--- config.mk ---
export PLATFORM = sky130hd
export DESIGN_NAME = source_byte_lexer
export DESIGN_NICKNAME = d
export VERILOG_FILES = /design/src/rtl/core/slb_pkg.sv /design/src/rtl/core/slb_front.sv /design/src/rtl/core/slb_queue.sv /design/src/rtl/core/slb_back.sv /design/src/rtl/core/source_byte_lexer.sv
export SDC_FILE = /design/constraint.sdc
export NUM_CORES = 2
export LEC_CHECK = 0
export ABC_CLOCK_PERIOD_IN_PS = 56400
export BUFFER_PORTS_ARGS = -buffer_cell sky130_fd_sc_hd__buf_2
export CAP_MARGIN = 20
export CORE_MARGIN = 2
export CORE_UTILIZATION = 30
export CTS_CLUSTER_DIAMETER = 150
export DETAILED_ROUTE_END_ITERATION = 10
export SLEW_MARGIN = 20
export SYNTH_ARGS = -nofsm -noshare
export SYNTH_HDL_FRONTEND = slang
export SYNTH_HIERARCHICAL = 1
export SYNTH_SLANG_ARGS = --single-unit
--- constraint.sdc ---
create_clock -name clk -period 56.4 [get_ports clk]
set_clock_uncertainty 0.05 [all_clocks]
set_input_delay 2.82 -clock clk [delete_from_list [all_inputs] [get_ports clk]]
set_output_delay 2.82 -clock clk [all_outputs]
set_load 0.02 [all_outputs]
--- src/rtl/core/slb_pkg.sv ---
// Shared types, constants and helper functions for the source byte lexer.
`default_nettype none
package slb_pkg;

  localparam int POS_BITS   = 32;
  localparam int MAX_RES    = 3;
  localparam int DATA_BITS  = 144;

  typedef logic [POS_BITS-1:0] pos_t;

  typedef enum logic [2:0] {
    MODE_NORMAL  = 3'd0,
    MODE_IDEN    = 3'd1,
    MODE_INT     = 3'd2,
    MODE_COMMENT = 3'd3,
    MODE_EQ      = 3'd4,
    MODE_SKIP    = 3'd5
  } mode_t;

  typedef enum logic [3:0] {
    KIND_IDEN    = 4'd0,
    KIND_INT     = 4'd1,
    KIND_DEF     = 4'd2,
    KIND_LPAR    = 4'd3,
    KIND_RPAR    = 4'd4,
    KIND_ARROW   = 4'd5,
    KIND_COLON   = 4'd6,
    KIND_ASSIGN  = 4'd7,
    KIND_SEMI    = 4'd8,
    KIND_COMMA   = 4'd9,
    KIND_SYSCALL = 4'd10,
    KIND_BAD     = 4'd11,
    KIND_END     = 4'd12
  } kind_t;

  localparam logic [7:0] CH_NL    = 8'h0A;
  localparam logic [7:0] CH_TAB   = 8'h09;
  localparam logic [7:0] CH_SPACE = 8'h20;
  localparam logic [7:0] CH_HASH  = 8'h23;
  localparam logic [7:0] CH_LPAR  = 8'h28;
  localparam logic [7:0] CH_RPAR  = 8'h29;
  localparam logic [7:0] CH_COMMA = 8'h2C;
  localparam logic [7:0] CH_COLON = 8'h3A;
  localparam logic [7:0] CH_SEMI  = 8'h3B;
  localparam logic [7:0] CH_EQ    = 8'h3D;
  localparam logic [7:0] CH_GT    = 8'h3E;
  localparam logic [7:0] CH_UNDER = 8'h5F;

  typedef struct packed {
    kind_t       kind;
    logic [31:0] start;
    logic [31:0] len;
    logic [31:0] line;
    logic [31:0] col;
    logic [7:0]  bad;
  } res_t;

  // All results caused by one source byte
  typedef struct packed {
    logic [1:0]              cnt;
    res_t [MAX_RES-1:0]      r;
  } bundle_t;

  function automatic logic is_alpha(logic [7:0] c);
    return (c >= 8'h61 && c <= 8'h7A) || (c >= 8'h41 && c <= 8'h5A) || c == CH_UNDER;
  endfunction

  function automatic logic is_digit(logic [7:0] c);
    return c >= 8'h30 && c <= 8'h39;
  endfunction

  function automatic pos_t sat_inc(pos_t v);
    return (v == '1) ? v : v + pos_t'(1);
  endfunction

  function automatic logic [31:0] clip32(pos_t v);
    logic [63:0] w;
    w = 64'(v);
    if (w > 64'h0000_0000_FFFF_FFFF) return 32'hFFFF_FFFF;
    return w[31:0];
  endfunction

  // "def"
  function automatic logic [7:0] kw_short_char(logic [1:0] i);
    logic [7:0] ch;
    case (i)
      2'd0:    ch = 8'h64;
      2'd1:    ch = 8'h65;
      2'd2:    ch = 8'h66;
      default: ch = 8'h00;
    endcase
    return ch;
  endfunction

  // "__syscall__"
  function automatic logic [7:0] kw_long_char(logic [3:0] i);
    logic [7:0] ch;
    case (i)
      4'd0, 4'd1, 4'd9, 4'd10: ch = CH_UNDER;
      4'd2, 4'd4:              ch = 8'h73;
      4'd3:                    ch = 8'h79;
      4'd5:                    ch = 8'h63;
      4'd6:                    ch = 8'h61;
      4'd7, 4'd8:              ch = 8'h6C;
      default:                 ch = 8'h00;
    endcase
    return ch;
  endfunction

  function automatic logic mode_pending(mode_t m);
    return m == MODE_IDEN || m == MODE_INT || m == MODE_EQ;
  endfunction

  function automatic res_t make_res(kind_t k, pos_t start, pos_t len, pos_t line,
                                    pos_t col, logic [7:0] bad);
    res_t r;
    r.kind  = k;
    r.start = clip32(start);
    r.len   = clip32(len);
    r.line  = clip32(line);
    r.col   = clip32(col);
    r.bad   = bad;
    return r;
  endfunction

  // Result for a pending identifier, integer or lone '='
  function automatic res_t flush_res(mode_t m, pos_t start, pos_t len, pos_t line,
                                     pos_t col, logic [1:0] kw);
    kind_t k;
    pos_t  l;
    k = KIND_IDEN;
    l = len;
    if (m == MODE_INT) begin
      k = KIND_INT;
    end else if (m == MODE_EQ) begin
      k = KIND_ASSIGN;
      l = pos_t'(1);
    end else if (kw[1] && len == pos_t'(11)) begin
      k = KIND_SYSCALL;
    end else if (kw[0] && len == pos_t'(3)) begin
      k = KIND_DEF;
    end
    return make_res(k, start, l, line, col, 8'h00);
  endfunction

endpackage
`default_nettype wire

--- src/rtl/core/slb_front.sv ---
// Front end: lexer state, byte classification and result bundling per byte.
`default_nettype none
module slb_front
  import slb_pkg::*;
(
  input  wire logic       clk,
  input  wire logic       rst_n,
  input  wire logic       accept,
  input  wire logic [7:0] src_byte,
  input  wire logic       fin,
  output logic            push,
  output bundle_t         bundle
);

  mode_t      mode_r, mode_nxt;
  pos_t       off_r, off_nxt;
  pos_t       line_r, line_nxt;
  pos_t       col_r, col_nxt;
  pos_t       pstart_r, pstart_nxt;
  pos_t       plen_r, plen_nxt;
  pos_t       pline_r, pline_nxt;
  pos_t       pcol_r, pcol_nxt;
  logic [1:0] kw_r, kw_nxt;

  logic [3:0] slot_v;
  res_t       slot [4];
  logic       fall;
  logic [1:0] kw_app;
  logic [1:0] cnt;

  always_comb begin
    kw_app = kw_r;
    if (!(plen_r < pos_t'(3) && src_byte == kw_short_char(plen_r[1:0]))) kw_app[0] = 1'b0;
    if (!(plen_r < pos_t'(11) && src_byte == kw_long_char(plen_r[3:0]))) kw_app[1] = 1'b0;
  end

  always_comb begin
    mode_nxt   = mode_r;
    pstart_nxt = pstart_r;
    plen_nxt   = plen_r;
    pline_nxt  = pline_r;
    pcol_nxt   = pcol_r;
    kw_nxt     = kw_r;
    slot_v     = '0;
    fall       = 1'b0;
    for (int i = 0; i < 4; i++) slot[i] = '0;

    if (mode_r != MODE_SKIP) begin
      if (src_byte == 8'h00) begin
        if (mode_pending(mode_r)) begin
          slot_v[0] = 1'b1;
          slot[0]   = flush_res(mode_r, pstart_r, plen_r, pline_r, pcol_r, kw_r);
        end
        mode_nxt = MODE_SKIP;
      end else begin
        unique case (mode_r)
          MODE_NORMAL: fall = 1'b1;
          MODE_IDEN, MODE_INT: begin
            if (is_digit(src_byte) || (mode_r == MODE_IDEN && is_alpha(src_byte))) begin
              plen_nxt = sat_inc(plen_r);
              kw_nxt   = kw_app;
            end else begin
              slot_v[0] = 1'b1;
              slot[0]   = flush_res(mode_r, pstart_r, plen_r, pline_r, pcol_r, kw_r);
              fall      = 1'b1;
            end
          end
          MODE_EQ: begin
            slot_v[0] = 1'b1;
            if (src_byte == CH_GT) begin
              slot[0]  = make_res(KIND_ARROW, pstart_r, pos_t'(2), pline_r, pcol_r, 8'h00);
              mode_nxt = MODE_NORMAL;
            end else begin
              slot[0] = flush_res(mode_r, pstart_r, plen_r, pline_r, pcol_r, kw_r);
              fall    = 1'b1;
            end
          end
          MODE_COMMENT: if (src_byte == CH_NL) mode_nxt = MODE_NORMAL;
          default: ;
        endcase

        if (fall) begin
          mode_nxt = MODE_NORMAL;
          if (is_alpha(src_byte) || is_digit(src_byte) || src_byte == CH_EQ) begin
            mode_nxt   = is_alpha(src_byte) ? MODE_IDEN :
                         (is_digit(src_byte) ? MODE_INT : MODE_EQ);
            pstart_nxt = off_r;
            plen_nxt   = pos_t'(1);
            pline_nxt  = line_r;
            pcol_nxt   = col_r;
            kw_nxt     = {src_byte == kw_long_char(4'd0), src_byte == kw_short_char(2'd0)};
          end else if (src_byte == CH_HASH) begin
            mode_nxt = MODE_COMMENT;
          end else if (src_byte != CH_SPACE && src_byte != CH_TAB && src_byte != CH_NL) begin
            slot_v[1] = 1'b1;
            case (src_byte)
              CH_LPAR:  slot[1] = make_res(KIND_LPAR, off_r, pos_t'(1), line_r, col_r, 8'h00);
              CH_RPAR:  slot[1] = make_res(KIND_RPAR, off_r, pos_t'(1), line_r, col_r, 8'h00);
              CH_COMMA: slot[1] = make_res(KIND_COMMA, off_r, pos_t'(1), line_r, col_r, 8'h00);
              CH_SEMI:  slot[1] = make_res(KIND_SEMI, off_r, pos_t'(1), line_r, col_r, 8'h00);
              CH_COLON: slot[1] = make_res(KIND_COLON, off_r, pos_t'(1), line_r, col_r, 8'h00);
              default: begin
                slot[1]  = make_res(KIND_BAD, off_r, pos_t'(1), line_r, col_r, src_byte);
                mode_nxt = MODE_SKIP;
              end
            endcase
          end
        end

        if (fin && mode_pending(mode_nxt)) begin
          slot_v[2] = 1'b1;
          slot[2]   = flush_res(mode_nxt, pstart_nxt, plen_nxt, pline_nxt, pcol_nxt, kw_nxt);
        end
      end
    end

    off_nxt = sat_inc(off_r);
    if (src_byte == CH_NL) begin
      line_nxt = sat_inc(line_r);
      col_nxt  = pos_t'(1);
    end else begin
      line_nxt = line_r;
      col_nxt  = sat_inc(col_r);
    end

    if (fin) begin
      slot_v[3]  = 1'b1;
      slot[3]    = make_res(KIND_END, off_nxt, pos_t'(0), line_nxt, col_nxt, 8'h00);
      mode_nxt   = MODE_NORMAL;
      off_nxt    = '0;
      line_nxt   = pos_t'(1);
      col_nxt    = pos_t'(1);
      pstart_nxt = '0;
      plen_nxt   = '0;
      pline_nxt  = pos_t'(1);
      pcol_nxt   = pos_t'(1);
      kw_nxt     = 2'b11;
    end
  end

  // Pack the valid slots in order, keeping at most three
  always_comb begin
    bundle = '0;
    cnt    = 2'd0;
    for (int i = 0; i < 4; i++) begin
      if (slot_v[i] && cnt != 2'd3) begin
        bundle.r[cnt] = slot[i];
        cnt           = cnt + 2'd1;
      end
    end
    bundle.cnt = cnt;
    push       = accept && (cnt != 2'd0);
  end

  always_ff @(posedge clk) begin
    if (!rst_n) begin
      mode_r   <= MODE_NORMAL;
      off_r    <= '0;
      line_r   <= pos_t'(1);
      col_r    <= pos_t'(1);
      pstart_r <= '0;
      plen_r   <= '0;
      pline_r  <= pos_t'(1);
      pcol_r   <= pos_t'(1);
      kw_r     <= 2'b11;
    end else if (accept) begin
      mode_r   <= mode_nxt;
      off_r    <= off_nxt;
      line_r   <= line_nxt;
      col_r    <= col_nxt;
      pstart_r <= pstart_nxt;
      plen_r   <= plen_nxt;
      pline_r  <= pline_nxt;
      pcol_r   <= pcol_nxt;
      kw_r     <= kw_nxt;
    end
  end

endmodule
`default_nettype wire

--- src/rtl/core/slb_queue.sv ---
// Two-entry queue of result bundles between front and back ends.
`default_nettype none
module slb_queue
  import slb_pkg::*;
(
  input  wire logic clk,
  input  wire logic rst_n,
  input  wire logic push,
  input  bundle_t   push_data,
  output logic      full,
  input  wire logic pop,
  output logic      head_valid,
  output bundle_t   head
);

  bundle_t    mem_r [2];
  logic       wr_ptr_r, rd_ptr_r;
  logic [1:0] cnt_r, cnt_nxt;

  assign full       = (cnt_r == 2'd2);
  assign head_valid = (cnt_r != 2'd0);
  assign head       = mem_r[rd_ptr_r];

  always_comb begin
    cnt_nxt = cnt_r;
    if (push && !pop) cnt_nxt = cnt_r + 2'd1;
    if (pop && !push) cnt_nxt = cnt_r - 2'd1;
  end

  always_ff @(posedge clk) begin
    if (push) mem_r[wr_ptr_r] <= push_data;
  end

  always_ff @(posedge clk) begin
    if (!rst_n) begin
      wr_ptr_r <= 1'b0;
      rd_ptr_r <= 1'b0;
      cnt_r    <= 2'd0;
    end else begin
      if (push) wr_ptr_r <= ~wr_ptr_r;
      if (pop)  rd_ptr_r <= ~rd_ptr_r;
      cnt_r <= cnt_nxt;
    end
  end

endmodule
`default_nettype wire

--- src/rtl/core/slb_back.sv ---
// Back end: walks each bundle and presents one result per transfer.
`default_nettype none
module slb_back
  import slb_pkg::*;
(
  input  wire logic             clk,
  input  wire logic             rst_n,
  input  wire logic             head_valid,
  input  bundle_t               head,
  output logic                  pop,
  output logic                  out_tvalid,
  input  wire logic             out_tready,
  output logic [DATA_BITS-1:0]  out_tdata,
  output logic                  out_tlast
);

  logic       valid_r, valid_nxt;
  res_t       data_r;
  logic       last_r;
  logic [1:0] idx_r, idx_nxt;
  logic       load;
  logic       at_end;

  assign load   = head_valid && (!valid_r || out_tready);
  assign at_end = (idx_r == head.cnt - 2'd1);
  assign pop    = load && at_end;

  always_comb begin
    idx_nxt   = idx_r;
    valid_nxt = valid_r;
    if (out_tready) valid_nxt = 1'b0;
    if (load) begin
      valid_nxt = 1'b1;
      idx_nxt   = at_end ? 2'd0 : idx_r + 2'd1;
    end
  end

  always_ff @(posedge clk) begin
    if (load) begin
      data_r <= head.r[idx_r];
      last_r <= at_end;
    end
  end

  always_ff @(posedge clk) begin
    if (!rst_n) begin
      valid_r <= 1'b0;
      idx_r   <= 2'd0;
    end else begin
      valid_r <= valid_nxt;
      idx_r   <= idx_nxt;
    end
  end

  assign out_tvalid = valid_r;
  assign out_tlast  = last_r;
  assign out_tdata  = {4'b0000, data_r.bad, data_r.col, data_r.line, data_r.len,
                       data_r.start, data_r.kind};

endmodule
`default_nettype wire

--- src/rtl/core/source_byte_lexer.sv ---
// Top level of the source byte lexer: front end, bundle queue, back end.
//
// Source bytes arrive on the in_ stream, one byte per transfer, with in_tlast
// marking the final byte of a source. Tokens leave on the out_ stream, one
// result per transfer; out_tlast marks the last result caused by one byte.
// A byte causes zero to three results (pending token, new token or error,
// end-of-source marker).
// Each byte's bundle is queued, then its results are registered one by one.
// Throughput: one byte per cycle while bytes give at most one result each and
// the receiver is ready; the output register delivers one result per cycle
// while out_tready is high. A two-bundle queue sits between the
// classifier and the output, so input keeps flowing while a result waits.
// in_tready drops only when both queue entries are occupied.
// Reset (rst_n low, synchronous) empties the queue and output register and
// returns the lexer to line 1, column 1, offset 0. A stalled receiver simply
// holds out_tvalid and data until taken; the queue then fills and throttles
// the input side.
`default_nettype none
module source_byte_lexer
  import slb_pkg::*;
(
  input  wire logic                 clk,
  input  wire logic                 rst_n,
  input  wire logic                 in_tvalid,
  output logic                      in_tready,
  input  wire logic [7:0]           in_tdata,   // [7:0] source_byte
  input  wire logic                 in_tlast,   // final_byte
  output logic                      out_tvalid,
  input  wire logic                 out_tready,
  // [3:0] result_kind, [35:4] start_offset, [67:36] token_length,
  // [99:68] line_number, [131:100] column_number, [139:132] bad_byte, rest zero
  output logic [DATA_BITS-1:0]      out_tdata,
  output logic                      out_tlast   // run_last
);

  logic    accept;
  logic    push;
  logic    full;
  logic    pop;
  logic    head_valid;
  bundle_t push_data;
  bundle_t head;

  assign in_tready = !full;
  assign accept    = in_tvalid && !full;

  slb_front u_front (
    .clk      (clk),
    .rst_n    (rst_n),
    .accept   (accept),
    .src_byte (in_tdata),
    .fin      (in_tlast),
    .push     (push),
    .bundle   (push_data)
  );

  slb_queue u_queue (
    .clk        (clk),
    .rst_n      (rst_n),
    .push       (push),
    .push_data  (push_data),
    .full       (full),
    .pop        (pop),
    .head_valid (head_valid),
    .head       (head)
  );

  slb_back u_back (
    .clk        (clk),
    .rst_n      (rst_n),
    .head_valid (head_valid),
    .head       (head),
    .pop        (pop),
    .out_tvalid (out_tvalid),
    .out_tready (out_tready),
    .out_tdata  (out_tdata),
    .out_tlast  (out_tlast)
  );

endmodule
`default_nettype wire
==> metrics <==
kind of critical path=input port to register; Placer Congestion=0.880; f_max=around 100 MHz; largest register by flop count=u_queue/mem_r; Max Root-Sink Buffers=3; Setup violations, final=0; first-pass iteration count of the detailed router=7; total power=3.15 mW; share of the synthesized area in the top cell type=between 40% and 50%; Final Cycle Share=approximately 18%; Final nets=between 5,000 and 6,000; initial DRC count=approximately 4,800; placed cell count=7,810; Max FO, Critical Path=~170; Seq cells post-synth=1,229; synth unique cells=about 110; gr ovfl total=0; FFs w/ async S/R, synth=0%; Min Hold Slack=about 450 ps; CORE AREA=slightly above 200,000 µm²; WP data required=approximately 57,000 ps; Max-Cap Viols=0; clk sink count=~1,200; Post-CTS Hold Fix Bufs=0; post-CTS setup buffer count=0; CP peak stage delay=1000 ps; main area contributors after synthesis=edfxtp_1, dfxtp_1, mux2_2, nand2_1, mux2i_1; Mapped Area=between 60,000 and 70,000 µm²; critical path, cell by cell=buf_2 > o21ai_0 > a21boi_0 > o21ai_0 > buf_4 > o21ai_4 > inv_2 > buf_4 > ha_1 > a21boi_1 > nand3_4 > o21a_1 > ha_1 > nor2b_1 > o311a_1 > inv_1 > nor2_4 > buf_12 > buf_4; hold crit path type=register to register; Root Buffer=clkbuf_16; PostCTS Resize Cnt=0; number of cells produced by synthesis=around 5,400; CTS tree=done; worst-skew pair later-pin latency=slightly above 800 ps; max FFs per register=about 840; EDFF count, synth=between 900 and 1,000; crit path DAT=10,290 ps; CP endpoint kind=register; htree depth=4; startpoint types=input port; post-route minimum period=between 9000 and 10,000 ps; Synth warnings=6; Max Slew Vio Count=0; first-pass GRT wire length=between 200,000 and 300,000 µm; status=finished, final reports clean; Top Ports=160; CTS buffer count=~150; share of layout cells above drive strength 1=roughly 18%; Reg clk slew, reported paths=60 ps; most frequent cells in the layout=edfxtp_1, nand2_1, mux2_2, nor2_1, dfxtp_1; sequential element share of the synthesized area=56.3%; leakage=about 22 nW; row count=approximately 170; commonest non-fill, non-tap cell in the layout=edfxtp_1; Slew HR=just over 20%; die height=~460 µm; Port Buffers=155; area leader, netlist=edfxtp_1; Chip Width=about 460 µm; initial antenna violation count=12; worst-margin pin slew=around 1200 ps; GRT Total Usage=between 15 and 20%; Die ar.=~210,000 µm²; most used cell, CP=buf_4; via count=approximately 44,000; drc violations=0; DRT Wirelength=about 190,000 µm; final core utilization=roughly a third; remaining antenna violation count=0; WL/cell=between 20 and 25 µm; Critical-path top delay cell=buf_4; Final HPWL DP=between 100,000 and 150,000 µm; PwrDens=between 40 and 50 nW/µm²; Initial Utilization=30.2%; RSZ-0062 raised after global routing=false; Total Negative Setup Slacks=0 ps; number of global-route vias before repair=around 43,000; P&R area growth vs syn=11.9%; final std cells w/o fill=~8,100; Peak VDD IR=0.0000368 V; top_reg_cell synth=edfxtp_1; Final Hold Viols=0; syn avg cell area=about 11 µm²; largest net degree at the start of global routing=roughly 180; vias per cell=5.40
[final cells by class]
type	instances	area (µm²)
fill	20000	134000
sequential	1229	34500
multi-input combinational	3635	24300
clock buffer	206	3990
tap	2672	3340
timing repair buffer	229	1420
clock inverter	64	701
inverter	46	175
antenna	4	10.0
[final timing paths]
| path | start | end | slack, ps | cells past startpoint |
|---|---|---|---|---|
| max | in_tdata[2] | u_queue/mem_r[0][206] | 46470 | 19 |
| max reg2reg | u_front/mode_r[0] | u_queue/mem_r[0][206] | 48100 | 18 |
| min reg2reg | u_queue/cnt_r[1] | u_queue/cnt_r[1] | 450 | 2 |
| min | u_queue/cnt_r[1] | u_queue/cnt_r[1] | 450 | 2 |
[report_power, final]
group | total [mW] | internal [mW] | switching [mW]
Sequential | 1.30 | 1.25 | 0.0552
Clock | 0.925 | 0.525 | 0.400
Combinational | 0.920 | 0.291 | 0.628
[layer usage]
layer  share of wire (%)  up-vias  global-route usage, %
met3                 7.0      394                   2.68
met4                 3.8        2                   7.37
met5              0.0069        -                      0
met2                  48     1837                   29.5
met1                  41    21700                   22.2
li1                    -    19700                      -
[stage by stage]
stage                     area [µm²]  setup WS, ps
after floorplan                61200         30880
after global placement         63700         45880
after detailed placement       63700         45860
after CTS                      68400         46680
after global routing           68400         46080
final                          68400         46470
[cells in the mapped netlist, types with 17 or more instances]
cell type	n
mux2i_1	193
a22oi_1	131
xor2_1	55
o21ai_1	159
o31ai_1	98
dfxtp_1	244
clkbuf_1	300
o21a_1	32
inv_1	45
a21oi_1	134
a211oi_1	58
nor3_1	87
a221oi_1	41
buf_4	29
buf_2	83
nand4_1	34
xnor2_1	75
a221o_1	21
and3_1	119
nand2_1	670
edfxtp_1	985
nor2_1	270
o22ai_1	72
a2bb2oi_1	26
nor2b_1	150
nand2b_1	53
ha_1	17
o21ai_0	195
buf_1	23
and4_1	17
nand3_1	107
nor4_1	27
and2_1	110
mux2_2	428
a21boi_0	17
o2bb2ai_1	24
buf_6	48
[logic make-up (layout without fill, tap and decap cells)]
logic type	count (synthesis)	in the layout	synth area share (%)
DFF	1229	1229	56.3
xor gates and xnor gates	131	131	1.89
and+or+nand+nor	1726	1726	13.8
AOI/OAI and AO/OA	1116	1116	12.1
muxes	633	633	11.3
other	2	16	0.0123
adders and majority gates	17	17	0.348
buffers and inverters	533	545	4.24
[worst max-delay path: cells and delay by family]
kind / cells / cell delay [ps]
AND/OR/NAND/NOR: 3 / 1440
buffers and inverters: 7 / 3100
AO/OA/AOI/OAI: 7 / 1890
adder cells (fa/ha/maj): 2 / 710
No activity file was read; power rests on OpenSTA's default activity.
